## src/rtl/core/ssq_pkg.sv

```systemverilog
`timescale 1ns / 1ps
// ----------------------------------------------------------------------------
// ssq_pkg
// Shared command and status codes and the cell control word of the stable
// sorted priority queue.
// ----------------------------------------------------------------------------
package ssq_pkg;

  // command codes, the unused code is decoded as a dequeue
  typedef enum logic [1:0] {
    CMD_SORTED  = 2'd0,
    CMD_APPEND  = 2'd1,
    CMD_DEQUEUE = 2'd2
  } ssq_cmd_e;

  // result status codes
  typedef enum logic [1:0] {
    ST_INSERTED = 2'd0,
    ST_DEQUEUED = 2'd1,
    ST_EMPTY    = 2'd2,
    ST_FULL     = 2'd3
  } ssq_status_e;

  // control broadcast to every cell
  typedef struct packed {
    logic ins;     // insert into the row, everything from the slot on shifts right
    logic sorted;  // slot chosen by team compare rather than at the tail
    logic deq;     // remove the head, everything shifts left
  } ssq_ctl_t;

endpackage

```

## src/rtl/core/ssq_if.sv

```systemverilog
`timescale 1ns / 1ps
// ----------------------------------------------------------------------------
// ssq_cmd_if / ssq_res_if
// Valid/ready channels carrying command items and result items.
// ----------------------------------------------------------------------------
interface ssq_cmd_if #(
  parameter int unsigned MEMBER_BITS = 16,
  parameter int unsigned TEAM_BITS   = 8
);
  logic                   valid;
  logic                   ready;
  logic [1:0]             cmd;
  logic [MEMBER_BITS-1:0] member;
  logic [TEAM_BITS-1:0]   team;

  modport source (output valid, output cmd, output member, output team, input ready);
  modport sink   (input valid, input cmd, input member, input team, output ready);
endinterface

interface ssq_res_if #(
  parameter int unsigned MEMBER_BITS = 16,
  parameter int unsigned TEAM_BITS   = 8,
  parameter int unsigned OCC_BITS    = 5
);
  logic                   valid;
  logic                   ready;
  logic [1:0]             status;
  logic [MEMBER_BITS-1:0] out_member;
  logic [TEAM_BITS-1:0]   out_team;
  logic [OCC_BITS-1:0]    occupancy;

  modport source (output valid, output status, output out_member, output out_team,
                  output occupancy, input ready);
  modport sink   (input valid, input status, input out_member, input out_team,
                  input occupancy, output ready);
endinterface

```

## src/rtl/core/ssq_cell.sv

```systemverilog
`timescale 1ns / 1ps
// ----------------------------------------------------------------------------
// ssq_cell
// One slot of the queue row. Holds an entry, compares its team with the new
// one, and takes the new entry, its left neighbour or its right neighbour.
// ----------------------------------------------------------------------------
module ssq_cell
  import ssq_pkg::*;
#(
  parameter int unsigned MEMBER_BITS = 16,
  parameter int unsigned TEAM_BITS   = 8
) (
  input  logic                   clk_i,
  input  ssq_ctl_t               ctl_i,
  input  logic                   occ_i,
  input  logic [MEMBER_BITS-1:0] new_member_i,
  input  logic [TEAM_BITS-1:0]   new_team_i,
  input  logic [MEMBER_BITS-1:0] left_member_i,
  input  logic [TEAM_BITS-1:0]   left_team_i,
  input  logic [MEMBER_BITS-1:0] right_member_i,
  input  logic [TEAM_BITS-1:0]   right_team_i,
  input  logic                   found_i,
  output logic                   found_o,
  output logic [MEMBER_BITS-1:0] member_o,
  output logic [TEAM_BITS-1:0]   team_o
);

  logic [MEMBER_BITS-1:0] member_q, member_d;
  logic [TEAM_BITS-1:0]   team_q, team_d;
  logic                   hit;

  // slot is the insert point if empty, or if its team is greater on a sorted insert
  assign hit     = !occ_i || (ctl_i.sorted && (team_q > new_team_i));
  assign found_o = found_i | hit;

  // next entry: hold, shift right, load new, or shift left
  always_comb begin
    member_d = member_q;
    team_d   = team_q;
    if (ctl_i.ins) begin
      if (found_i) begin
        member_d = left_member_i;
        team_d   = left_team_i;
      end else if (hit) begin
        member_d = new_member_i;
        team_d   = new_team_i;
      end
    end else if (ctl_i.deq) begin
      member_d = right_member_i;
      team_d   = right_team_i;
    end
  end

  // entry storage
  always_ff @(posedge clk_i) begin
    member_q <= member_d;
    team_q   <= team_d;
  end

  assign member_o = member_q;
  assign team_o   = team_q;

endmodule

```

## src/rtl/core/stable_sorted_priority_queue_unit.sv

```systemverilog
`timescale 1ns / 1ps
// throughput: one command item per cycle while the output register is free or being taken
// the result sits in an output register; a new item is taken while it is taken too
// reset clears the entry count and the output valid; the row of cells is not cleared
// ----------------------------------------------------------------------------
// stable_sorted_priority_queue_unit
// Bounded queue of (member, team) entries kept in a row of cells, ordered by
// team with arrival order kept within a team, plus append and dequeue.
// ----------------------------------------------------------------------------
module stable_sorted_priority_queue_unit
  import ssq_pkg::*;
#(
  parameter int unsigned QUEUE_DEPTH = 16,
  parameter int unsigned MEMBER_BITS = 16,
  parameter int unsigned TEAM_BITS   = 8
) (
  input  logic      clk_i,
  input  logic      rst_ni,
  ssq_cmd_if.sink   cmd_i,
  ssq_res_if.source res_o
);

  localparam int unsigned CntW = $clog2(QUEUE_DEPTH + 1);

  logic [CntW-1:0]        count_q, count_d;
  logic                   res_valid_q;
  logic [1:0]             status_q, status_d;
  logic [MEMBER_BITS-1:0] out_member_q, out_member_d;
  logic [TEAM_BITS-1:0]   out_team_q, out_team_d;
  logic                   accept;
  logic                   full, empty, is_deq;
  ssq_ctl_t               ctl;

  logic [MEMBER_BITS-1:0] cell_member [QUEUE_DEPTH];
  logic [TEAM_BITS-1:0]   cell_team   [QUEUE_DEPTH];
  logic [QUEUE_DEPTH:0]   found;

  // handshake: take an item whenever the output register is free or being taken
  assign cmd_i.ready = !res_valid_q || res_o.ready;
  assign accept      = cmd_i.valid && cmd_i.ready;

  assign full  = (count_q == CntW'(QUEUE_DEPTH));
  assign empty = (count_q == '0);

  // command decode
  always_comb begin
    is_deq     = 1'b0;
    ctl.sorted = 1'b0;
    case (cmd_i.cmd)
      CMD_SORTED: ctl.sorted = 1'b1;
      CMD_APPEND: ctl.sorted = 1'b0;
      default:    is_deq     = 1'b1;
    endcase
    ctl.ins = accept && !is_deq && !full;
    ctl.deq = accept && is_deq && !empty;
  end

  // row of cells with the insert-point search rippling from head to tail
  assign found[0] = 1'b0;

  for (genvar i = 0; i < QUEUE_DEPTH; i++) begin : g_cell
    logic [MEMBER_BITS-1:0] left_member, right_member;
    logic [TEAM_BITS-1:0]   left_team, right_team;

    if (i == 0) begin : g_head
      assign left_member = cmd_i.member;
      assign left_team   = cmd_i.team;
    end else begin : g_body
      assign left_member = cell_member[i-1];
      assign left_team   = cell_team[i-1];
    end

    if (i == QUEUE_DEPTH - 1) begin : g_tail
      assign right_member = cell_member[i];
      assign right_team   = cell_team[i];
    end else begin : g_inner
      assign right_member = cell_member[i+1];
      assign right_team   = cell_team[i+1];
    end

    ssq_cell #(
      .MEMBER_BITS (MEMBER_BITS),
      .TEAM_BITS   (TEAM_BITS)
    ) u_cell (
      .clk_i          (clk_i),
      .ctl_i          (ctl),
      .occ_i          (count_q > CntW'(i)),
      .new_member_i   (cmd_i.member),
      .new_team_i     (cmd_i.team),
      .left_member_i  (left_member),
      .left_team_i    (left_team),
      .right_member_i (right_member),
      .right_team_i   (right_team),
      .found_i        (found[i]),
      .found_o        (found[i+1]),
      .member_o       (cell_member[i]),
      .team_o         (cell_team[i])
    );
  end

  // result and entry count for the accepted item
  always_comb begin
    count_d      = count_q;
    status_d     = ST_INSERTED;
    out_member_d = '0;
    out_team_d   = '0;
    if (is_deq) begin
      if (empty) begin
        status_d = ST_EMPTY;
      end else begin
        status_d     = ST_DEQUEUED;
        out_member_d = cell_member[0];
        out_team_d   = cell_team[0];
        count_d      = count_q - CntW'(1);
      end
    end else if (full) begin
      status_d = ST_FULL;
    end else begin
      count_d = count_q + CntW'(1);
    end
  end

  // control state
  always_ff @(posedge clk_i or negedge rst_ni) begin
    if (!rst_ni) begin
      count_q     <= '0;
      res_valid_q <= 1'b0;
    end else begin
      if (accept) begin
        count_q <= count_d;
      end
      if (accept) begin
        res_valid_q <= 1'b1;
      end else if (res_o.ready) begin
        res_valid_q <= 1'b0;
      end
    end
  end

  // result payload
  always_ff @(posedge clk_i) begin
    if (accept) begin
      status_q     <= status_d;
      out_member_q <= out_member_d;
      out_team_q   <= out_team_d;
    end
  end

  assign res_o.valid      = res_valid_q;
  assign res_o.status     = status_q;
  assign res_o.out_member = out_member_q;
  assign res_o.out_team   = out_team_q;
  assign res_o.occupancy  = count_q;

endmodule

```

## src/flat_wrapper.sv

```systemverilog
// flat-port wrapper written by rule: the top's interface ports become plain ports
module stable_sorted_priority_queue_unit_flat import ssq_pkg::*;
#(
  parameter int unsigned QUEUE_DEPTH = 16,
  parameter int unsigned MEMBER_BITS = 16,
  parameter int unsigned TEAM_BITS   = 8
)
  (clk_i, rst_ni, cmd_i_valid, cmd_i_cmd, cmd_i_member, cmd_i_team, cmd_i_ready, res_o_valid, res_o_status, res_o_out_member, res_o_out_team, res_o_occupancy, res_o_ready);
  ssq_cmd_if #(.MEMBER_BITS(MEMBER_BITS), .TEAM_BITS(TEAM_BITS)) cmd_i_i ();
  ssq_res_if #(.MEMBER_BITS(MEMBER_BITS), .TEAM_BITS(TEAM_BITS), .OCC_BITS((5))) res_o_i ();
  input  logic clk_i;
  input  logic rst_ni;
  input wire logic [$bits(cmd_i_i.valid)-1:0] cmd_i_valid;
  input wire logic [$bits(cmd_i_i.cmd)-1:0] cmd_i_cmd;
  input wire logic [$bits(cmd_i_i.member)-1:0] cmd_i_member;
  input wire logic [$bits(cmd_i_i.team)-1:0] cmd_i_team;
  output wire logic [$bits(cmd_i_i.ready)-1:0] cmd_i_ready;
  output wire logic [$bits(res_o_i.valid)-1:0] res_o_valid;
  output wire logic [$bits(res_o_i.status)-1:0] res_o_status;
  output wire logic [$bits(res_o_i.out_member)-1:0] res_o_out_member;
  output wire logic [$bits(res_o_i.out_team)-1:0] res_o_out_team;
  output wire logic [$bits(res_o_i.occupancy)-1:0] res_o_occupancy;
  input wire logic [$bits(res_o_i.ready)-1:0] res_o_ready;
  assign cmd_i_i.valid = cmd_i_valid;
  assign cmd_i_i.cmd = cmd_i_cmd;
  assign cmd_i_i.member = cmd_i_member;
  assign cmd_i_i.team = cmd_i_team;
  assign cmd_i_ready = cmd_i_i.ready;
  assign res_o_valid = res_o_i.valid;
  assign res_o_status = res_o_i.status;
  assign res_o_out_member = res_o_i.out_member;
  assign res_o_out_team = res_o_i.out_team;
  assign res_o_occupancy = res_o_i.occupancy;
  assign res_o_i.ready = res_o_ready;
  stable_sorted_priority_queue_unit #(.QUEUE_DEPTH(QUEUE_DEPTH), .MEMBER_BITS(MEMBER_BITS), .TEAM_BITS(TEAM_BITS)) u_core (.clk_i(clk_i), .rst_ni(rst_ni), .cmd_i(cmd_i_i), .res_o(res_o_i));
endmodule
```

## config.mk

```make
export PLATFORM = sky130hd
export DESIGN_NAME = stable_sorted_priority_queue_unit_flat
export DESIGN_NICKNAME = d
export VERILOG_FILES = /design/src/rtl/core/ssq_pkg.sv /design/src/rtl/core/ssq_if.sv /design/src/rtl/core/ssq_cell.sv /design/src/rtl/core/stable_sorted_priority_queue_unit.sv /design/src/flat_wrapper.sv
export SDC_FILE = /design/constraint.sdc
export NUM_CORES = 1
export LEC_CHECK = 0
export ABC_AREA = 0
export BUFFER_PORTS_ARGS = -buffer_cell sky130_fd_sc_hd__buf_4
export CAP_MARGIN = 20
export CORE_ASPECT_RATIO = 1.4
export CORE_MARGIN = 5
export CORE_UTILIZATION = 30
export CTS_BUF_LIST = sky130_fd_sc_hd__clkbuf_4
export DETAILED_ROUTE_END_ITERATION = 16
export PLACE_DENSITY_LB_ADDON = 0.1
export SYNTH_ARGS = -nofsm -noshare
export SYNTH_HDL_FRONTEND = slang
export SYNTH_HIERARCHICAL = 1
export SYNTH_SLANG_ARGS = --single-unit
```

## constraint.sdc

```tcl
create_clock -name clk_i -period 11 [get_ports clk_i]
set_input_delay 0.55 -clock clk_i [delete_from_list [all_inputs] [get_ports clk_i]]
set_output_delay 0.55 -clock clk_i [all_outputs]
set_load 0.005 [all_outputs]
```

# Word-level counts from Yosys, hierarchy flattened
# Cells that the tools add are included.
# W data, S select, Z words.
[totals]
register_bits = 416
latch_bits = 0
ramBits = 0
romBits = 0
elab_cells = 317
memories = 0
[op_classes]
add_sub_neg = 2
n_mul = 0
div_mod_pow = 0
order_cmp = 32
n_eq_ne = 19
n_shift = 0
n_mux = 132
bitwise_logic = 14
reduce_logical = 81
[ops]
columns = ["op", "count"]
rows = [
  ["$mux W16", 61],
  ["$mux W8", 61],
  ["$gt A8 B8 Y1", 16],
  ["$ne A3 B3 Y1 const B", 14],
  ["$gt A5 B4 Y1 const B", 8],
  ["$reduce_and A2 Y1", 16],
  ["$logic_and A1 B1 Y1", 21],
  ["$gt A5 B3 Y1 const B", 4],
  ["$logic_not A1 Y1", 19],
  ["$logic_or A1 B1 Y1", 17],
  ["$mux W5", 3],
  ["$or A1 B1 Y1", 14],
  ["$gt A5 B1 Y1 const B", 2],
  ["$gt A5 B2 Y1 const B", 2],
  ["$mux W2", 3],
  ["$ne A2 B2 Y1 const B", 3],
  ["$reduce_bool A2 Y1", 3],
  ["$add A5 B1 Y5 const B", 1],
  ["$eq A5 B5 Y1 const B", 1],
  ["$logic_not A5 Y1", 1],
  ["$sub A5 B1 Y5 const B", 1],
  ["$mux W1", 4],
  ["$reduce_and A3 Y1", 1],
  ["$reduce_or A3 Y1", 1],
  ["3 further kinds", 3],
]

# Longest topological paths before layout
# Gate-level depths: netlist (run 1).
[depth]
ltp_word = 20
depth_mapped = 68
depth_no_buf = 51

# Cells and area by module
# The synthesis (run 1) kept the hierarchy.
[modules_own_cells]
columns = ["module", "n_inst", "cells_each", "area_each_um2", "seq_area_each_um2"]
rows = [
  ["ssq_cell", 16, 140, 1492.7, 720.7],
  ["stable_sorted_priority_queue_unit", 1, 135, 1561.5, 930.9],
]

# Least setup slack after synthesis (run 1)
# Ideal clock, no wire load.
[synth_timing]
path_kind = "input -> register"
from = "input port cmd_i_cmd[1]"
to = "register u_core.g_cell[15].u_cell.member_q[0] (enable)"
setup_ps = 413
t_arrival_ps = 10390
required_time_ps = 10587
setup_slack_ps = 197
path_stages = 66
path_buffers = 17
path_cell_list = "buf_2 -> clkbuf_1 -> nor2_1 -> o21a_1 -> nor2_1 -> a21oi_1 -> buf_6 -> nand2b_2 -> nor2_1 -> a21oi_1 -> buf_6 -> nand2b_2 -> nor2_1 -> a21oi_1 -> buf_6 -> nand2b_2 -> nor2_1 -> a21oi_1 -> (+30 left out) -> nor2_1 -> a21oi_1 -> buf_6 -> nand2b_2 -> nor2_1 -> a21oi_1 -> buf_6 -> nand2b_2 -> nor2_1 -> a21oi_1 -> buf_6 -> nand2b_2 -> nor2_1 -> a21oi_1 -> buf_6 -> nand3b_1 -> o22ai_1 -> a21oi_1"
[synth_rtl]
columns = ["item", "line", "source"]
rows = [
  ["start: declaration", "flat_wrapper.sv:14", "input wire logic [$bits(cmd_i_i.cmd)-1:0] cmd_i_cmd;"],
  ["end signal: assignment", "ssq_cell.sv:56", "member_q <= member_d;"],
  ["end: declaration", "ssq_cell.sv:28", "logic [MEMBER_BITS-1:0] member_q, member_d;"],
]

# Worst setup path after layout (run 1)
[layout_timing]
from = "register u_core.count_q[0] (netlist: u_core/res_o.occupancy[0])"
to = "register u_core.g_cell[15].u_cell.member_q[6] (enable)"
[layout_between]
elab_chain_cells = 19
[layout_rtl]
columns = ["item", "line", "source"]
rows = [
  ["start: declaration", "stable_sorted_priority_queue_unit.sv:25", "logic [CntW-1:0] count_q, count_d;"],
  ["start signal: assignment", "stable_sorted_priority_queue_unit.sv:130", "count_q <= count_d;"],
  ["$gt A5 B1 Y1", "stable_sorted_priority_queue_unit.sv:87", ".occ_i (count_q > CntW'(i)),"],
  ["$logic_not A1 Y1", "ssq_cell.sv:33", "assign hit = !occ_i || (ctl_i.sorted && (team_q > new_team_i));"],
  ["$logic_or A1 B1 Y1", "ssq_cell.sv:33", ""],
  ["via u_core.found[1]", "stable_sorted_priority_queue_unit.sv:36", "logic [QUEUE_DEPTH:0] found;"],
  ["$or A1 B1 Y1", "ssq_cell.sv:34", "assign found_o = found_i | hit;"],
  ["via u_core.found[2]", "stable_sorted_priority_queue_unit.sv:36", ""],
  ["$or A1 B1 Y1", "ssq_cell.sv:34", ""],
  ["via u_core.found[3]", "stable_sorted_priority_queue_unit.sv:36", ""],
  ["(+1 left out)", "-", ""],
  ["via u_core.found[4]", "stable_sorted_priority_queue_unit.sv:36", ""],
  ["(+1 left out)", "-", ""],
  ["via u_core.found[5]", "stable_sorted_priority_queue_unit.sv:36", ""],
  ["(+1 left out)", "-", ""],
  ["via u_core.found[6]", "stable_sorted_priority_queue_unit.sv:36", ""],
  ["(+1 left out)", "-", ""],
  ["via u_core.found[7]", "stable_sorted_priority_queue_unit.sv:36", ""],
  ["(+1 left out)", "-", ""],
  ["via u_core.found[8]", "stable_sorted_priority_queue_unit.sv:36", ""],
  ["(+1 left out)", "-", ""],
  ["via u_core.found[9]", "stable_sorted_priority_queue_unit.sv:36", ""],
  ["(+1 left out)", "-", ""],
  ["via u_core.found[10]", "stable_sorted_priority_queue_unit.sv:36", ""],
  ["(+1 left out)", "-", ""],
  ["via u_core.found[11]", "stable_sorted_priority_queue_unit.sv:36", ""],
  ["(+1 left out)", "-", ""],
  ["via u_core.found[12]", "stable_sorted_priority_queue_unit.sv:36", ""],
  ["$or A1 B1 Y1", "ssq_cell.sv:34", ""],
  ["via u_core.found[13]", "stable_sorted_priority_queue_unit.sv:36", ""],
  ["$or A1 B1 Y1", "ssq_cell.sv:34", ""],
  ["via u_core.found[14]", "stable_sorted_priority_queue_unit.sv:36", ""],
  ["$or A1 B1 Y1", "ssq_cell.sv:34", ""],
  ["via u_core.found[15]", "stable_sorted_priority_queue_unit.sv:36", ""],
  ["$reduce_bool A2 Y1 (no source line)", "-", ""],
  ["$reduce_and A2 Y1 (no source line)", "-", ""],
]
# The timed path passes the listed nets, and every way through them passes these cells.
# A chain may end at the register's enable or synchronous reset.

==> metrics.md, run 1 <==
| Metric | Value |
|---|---|
| Clock tree root buffer cell | sky130_fd_sc_hd__clkbuf_4 |
| CP arrival | 9920 ps |
| Shortest clock period the worst path allows after layout | 9310 ps |
| Die Span Y | 354 um |
| Total number of H-tree levels | 3 |
| Final weighted congestion in routability-driven placement | 0.758 |
| Initial antenna violation count | 2 |
| Vias | 17200 |
| Setup ws final | 1690 ps |
| Number of search-and-repair iterations in the first detailed-routing pass | 5 |
| Kind of end point of the critical path | flip-flop |
| Die width | 256 um |
| End-of-flow core utilization | 0.333 |
| Clk sinks | 416 |
| Number of buffers created by CTS | 113 |
| Total power | 6.05 mW |
| Sum of routed wire length over all layers | 63500 um |
| Row cnt | 126 |
| Detail-routed net length per standard cell | 17.5 um |
| Headroom to the max-slew limit | 0.180 |
| Hold crit path type | input pin to flip-flop |
| Worst slack after detailed placement | 1210 ps |
| Cell with the most instances on the worst path | sky130_fd_sc_hd__nor2_1 |
| Fmax achieved | 107 MHz |
| Summed area of non-filler cells in the final layout | 28000 um2 |
| Number of global-route vias before repair | 17800 |
| Summed negative setup slack over all endpoints | 0 ps |
| Transition time at the pin with the least slew margin | 1230 ps |
| Syn nets | 2535 |
| IO Pins | 63 |
| Placed inst area | 26500 um2 |
| Setup clock skew after layout | 49.1 ps |
| Area enclosed by the die boundary | 90700 um2 |
| Setup repair after global routing missed its margin | false |
| Number of cells upsized or downsized after cts | 0 |
| Yosys warnings | 6 |
| IR Drop Worst-Case VDD | 241 uV |
| Post-DP HPWL | 45400 um |
| Number of maximum-capacitance violations | 0 |
| Worst-Skew Late Latency | 920 ps |
| # Post-CTS Setup Buffers | 0 |
| Post-route non-filler standard cell count | 3622 |
| Number of placed instances with taps included | 3413 |
| Cells after Synth | 2371 |
| Netlist area before placement | 25400 um2 |
| Area of the core region | 84200 um2 |
| Fin. Hold Viols | 0 |
| Maximum number of pins on one net before global-route repair | 260 |
| Post-Synthesis Mean Instance Area | 10.7 um2 |
| Share of cells above drive strength 1 | 0.137 |
| Remaining number of nets flagged by the antenna check after routing | 0 |
| Cell leakage power | 12.2 nW |
| Clock-pin slew on the worst setup and hold paths | 60 ps |
| Number of port buffers | 62 |
| Aggregate global routing overflow | 0 |
| Final number of max-transition violations | 0 |
| Final count of negative-setup-slack endpoints | 0 |
| Clock tree from TritonCTS | yes |
| Area added between synthesis and finish | 10.2% |
| Worst Setup Start Kind | flip-flop |
| Initial core utilization | 0.302 |
| Data required time of the critical path | 11600 ps |
| Ratio of final minimum period to clock period | 0.847 |
| Outcome | finished, final reports clean |
| First-pass GRT wire length | 101000 um |
| Critical Path Slowest Stage Cell | sky130_fd_sc_hd__dfrtp_1 |
| Worst-path fanout max | 25 |
| Detailed Route Iter0 Violations | 813 |
| Final nets | 2609 |
| Worst hold margin | 193 ps |
| Category of the most critical setup path | flip-flop to flip-flop |
| Largest stage delay on the critical path | 530 ps |
| Number of buffers on the longest clock path | 3 |
| Power per cell area | 216 nW/um2 |
| DRC viols | 0 |
| Overall fraction of global-route tracks in use | 0.136 |
| Routed vias/inst | 4.75 |
## metal layers
layer,vias up,GRT usage,share of wire
li1,8864,-,-
met1,7923,0.168,0.44
met2,293,0.238,0.49
met3,124,0.0290,0.042
met4,0,0.0471,0.025
met5,-,0,0
## where the power goes
part / leakage, nW / total (mW) / switching [mW] / internal [mW]
Sequential: 3.92 / 2.25 / 0.167 / 2.08
Clock: 0.872 / 1.42 / 0.681 / 0.741
Combinational: 7.37 / 2.38 / 1.37 / 1.01
Total: 12.2 / 6.05 / 2.22 / 3.83
## worst max-delay path: cells and delay by family, from the launching register on
kind | cells | cell delay (ps)
compound gates | 16 | 1260
fa+ha+maj | 1 | 270
flops | 1 | 530
buf+inv | 3 | 640
simple gates | 33 | 6310
## area by class of cell
class / count / area (um2)
antenna: 6 / 15.0
clock buffer: 182 / 1370
clock inverter: 16 / 80.1
fill: 8627 / 56200
inverter: 134 / 503
multi-input combinational: 1668 / 11300
sequential: 416 / 12500
tap: 1088 / 1360
timing repair buffer: 112 / 896
## path summary, 6_finish.rpt
kind                       slack (ps)                                     to                             startpoint  cells after the start
setup / recovery                 1690   u_core/g_cell[15].u_cell/member_o[6]              u_core/res_o.occupancy[0]                     53
hold reg to reg                   590  u_core/g_cell[11].u_cell/member_o[10]  u_core/g_cell[12].u_cell/member_o[10]                      2
hold / removal                    190   u_core/g_cell[0].u_cell/member_o[13]                       cmd_i_member[13]                      3
min in group asynchronous         600              u_core/res_o.occupancy[0]                                 rst_ni                      3
max in group asynchronous       10180                     u_core/res_o.valid                                 rst_ni                      3
setup reg to reg                 1690   u_core/g_cell[15].u_cell/member_o[6]              u_core/res_o.occupancy[0]                     53
## sequential cells by signal, indices dropped and copies added, names as in the netlist
| name | cells |
|---|---|
| u_core/g_cell.u_cell/member_o | 256 |
| u_core/g_cell.u_cell/team_o | 128 |
| u_core/res_o.out_member | 16 |
| u_core/res_o.out_team | 8 |
| u_core/res_o.occupancy | 5 |
| u_core/res_o.status | 2 |
| u_core/res_o.valid | 1 |
## cells in the final DEF (no fill, tap or decap), drive strengths merged, types with 2 or more instances in the layout
cell,n
clkbuf,182
buf,108
a21o,16
xor2,2
nand4,32
diode,6
inv,135
clkinv,14
ha,134
nor2b,17
nor2,441
mux2i,386
nand3b,16
o22ai,17
o21ai,27
o211ai,17
dlygate4sd3,4
xnor2,3
dfrtp,6
o21a,16
nand2,26
nor3,2
edfxtp,410
a21oi,466
nand2b,18
and3,27
## repair_timing
action	in CTS	in global routing
hold buffers	4	0
hold endpoints to repair	11	0
endpoints found under the setup margin	0	0
No activity file was read; power rests on OpenSTA's default activity.
==> run 2, diff against run 1 <==
Clock period 11 ns to 7.8 ns, I/O delays scaled along.
==> run 2 against run 1 <==
Compared with the run above: flip-flop and latch count is the same; highest routed layer unchanged; via count grew 1.6%; critical path depth shrank 1; critical endpoint is now u_core/g_cell[15].u_cell/member_o[7].
==> metrics.md, run 2 (synthesized netlist as in run 1, its figures left out) <==
| Metric | Value |
|---|---|
| Overall fraction of global-route tracks in use | 0.141 |
| Most Crowded Layer GR | met2 |
| Die width | 256 um |
| Post-route non-filler standard cell count | 3680 |
| Global Route met2 Usage | 0.248 |
| Vias | 17500 |
| Worst hold margin | 151 ps |
| Largest stage delay on the critical path | 410 ps |
| Category of the most critical setup path | flip-flop to flip-flop |
| Area enclosed by the die boundary | 90700 um2 |
| Final weighted congestion in routability-driven placement | 0.785 |
| Total power | 8.78 mW |
| Number of buffers created by CTS | 114 |
| Kind of end point of the critical path | flip-flop |
| Aggregate global routing overflow | 0 |
| Psw | 3.24 mW |
| Fin. Hold Viols | 0 |
| Summed negative setup slack over all endpoints | 0 ps |
| Detailed Route Iter0 Violations | 1053 |
| Final nets | 2669 |
| Share of cells above drive strength 1 | 0.164 |
| Sum of routed wire length over all layers | 66000 um |
| Shortest clock period the worst path allows after layout | 7390 ps |
| Outcome | finished, final reports clean |
| Number of global-route vias before repair | 18200 |
| First-pass GRT wire length | 104000 um |
| DRC viols | 0 |
| Hold crit path type | input pin to flip-flop |
| Filler cell count in the final layout | 8615 |
| Number of buffers on the longest clock path | 3 |
| Initial antenna violation count | 1 |
| Final count of negative-setup-slack endpoints | 0 |
| Summed area of non-filler cells in the final layout | 28900 um2 |
| Internal Dissipation | 5.54 mW |
| IR Drop Worst-Case VDD | 264 uV |
| Total number of H-tree levels | 3 |
| Met1 Resource Use GR | 0.170 |
| Area added between synthesis and finish | 13.8% |
| Critical Path Slowest Stage Cell | sky130_fd_sc_hd__edfxtp_1 |
| Largest register FFs | 256 |
| Row cnt | 126 |
| Highest-count cells in the layout ignoring fill and taps | 435 x sky130_fd_sc_hd__a21oi_1, 410 x sky130_fd_sc_hd__edfxtp_1, 408 x sky130_fd_sc_hd__nor2_1 |
| Data required time of the critical path | 8450 ps |
| IO Pins | 63 |
| Headroom to the max-slew limit | 0.268 |
| Number of port buffers | 62 |
| Fraction of met3 tracks used by global routing | 0.0254 |
| Setup ws final | 413 ps |
| Combinational Power Share | 0.409 |
| Cell with the most instances on the worst path | sky130_fd_sc_hd__a21oi_4 |
| Cell leakage power | 12.6 nW |
| Sequential share of power | 0.359 |
| Ratio of final minimum period to clock period | 0.947 |
| Remaining number of nets flagged by the antenna check after routing | 0 |
| Clock power frac | 0.232 |
| Worst slack after detailed placement | -226 ps |
| Number of maximum-capacitance violations | 0 |
| Die Span Y | 354 um |
| Post-DP HPWL | 45700 um |
| CP arrival | 8030 ps |
| Fmax achieved | 135 MHz |
| Worst-path fanout max | 3 |
| Maximum number of pins on one net before global-route repair | 265 |
| Clock tree root buffer cell | sky130_fd_sc_hd__clkbuf_4 |
| Initial core utilization | 0.302 |
| Final number of max-transition violations | 0 |
| Placed inst area | 26900 um2 |
| End-of-flow core utilization | 0.344 |
| Clock tree from TritonCTS | yes |
| Sw Ratio | 0.369 |
| Number of placed instances with taps included | 3442 |
| Worst Setup Start Kind | flip-flop |
| Clock-pin slew on the worst setup and hold paths | 60 ps |
| Setup clock skew after layout | 57.5 ps |
| Power per cell area | 304 nW/um2 |
| Routed vias/inst | 4.75 |
| Number of search-and-repair iterations in the first detailed-routing pass | 5 |
| Most frequent standard cell in the layout excluding fill and tap cells | sky130_fd_sc_hd__a21oi_1 |
| Transition time at the pin with the least slew margin | 1100 ps |
| Worst-Skew Late Latency | 920 ps |
| Detail-routed net length per standard cell | 17.9 um |
| Area of the core region | 84200 um2 |
| Clk sinks | 416 |
## run 2: path summary, 6_finish.rpt
check | start | slack, ps | endpoint | cells after the start
min reg2reg | u_core/g_cell[3].u_cell/member_o[3] | 560 | u_core/g_cell[2].u_cell/member_o[3] | 2
min | res_o_ready | 150 | u_core/res_o.occupancy[1] | 4
max | u_core/g_cell[0].u_cell/team_o[7] | 410 | u_core/g_cell[15].u_cell/member_o[7] | 52
max reg2reg | u_core/g_cell[0].u_cell/team_o[7] | 410 | u_core/g_cell[15].u_cell/member_o[7] | 52
min in group asynchronous | rst_ni | 470 | u_core/res_o.occupancy[1] | 3
max in group asynchronous | rst_ni | 7100 | u_core/res_o.occupancy[4] | 3
## run 2: area by class of cell
cell class | instances | area (um2) | share of cell area
Clock inverter | 25 | 144 | 0.00497
Clock buffer | 177 | 1330 | 0.0459
Inverter | 134 | 505 | 0.0175
Antenna cell | 1 | 2.50 | 0.0000865
Tap cell | 1088 | 1360 | 0.0471
Multi-Input combinational cell | 1672 | 11700 | 0.403
Sequential cell | 416 | 12500 | 0.431
Timing Repair Buffer | 167 | 1450 | 0.0503
## run 2: worst max-delay path, delay by kind of cell, from the launching register on
family	cells	cell delay (ps)
fa+ha+maj	1	330
buf+inv	2	350
compound gates	18	1310
simple gates	31	4770
flops	1	410
## run 2: power groups by stage
stage	combinational, mW	sequential [mW]	clock (mW)
global placement	3.52	3.19	0
global route	3.93	3.19	2.27
CTS	3.61	3.16	2.17
detailed placement	3.56	3.20	0
floorplan	3.18	3.13	0
finish	3.59	3.15	2.04
## run 2: metal layers
metal / part of all wire / vias up
met1: 0.43 / 8068
met5: 0 / -
met4: 0.033 / 0
met3: 0.036 / 122
met2: 0.50 / 302
li1: - / 8993
## run 2: timing repair
action	in CTS	in global routing
hold buffers	20	0
endpoints found under the setup margin	48	96
pin swaps	5	3
gates resized for setup	17	27
cloned	3	1
endpoints found under the hold margin	267	0
buffers inserted	4	6
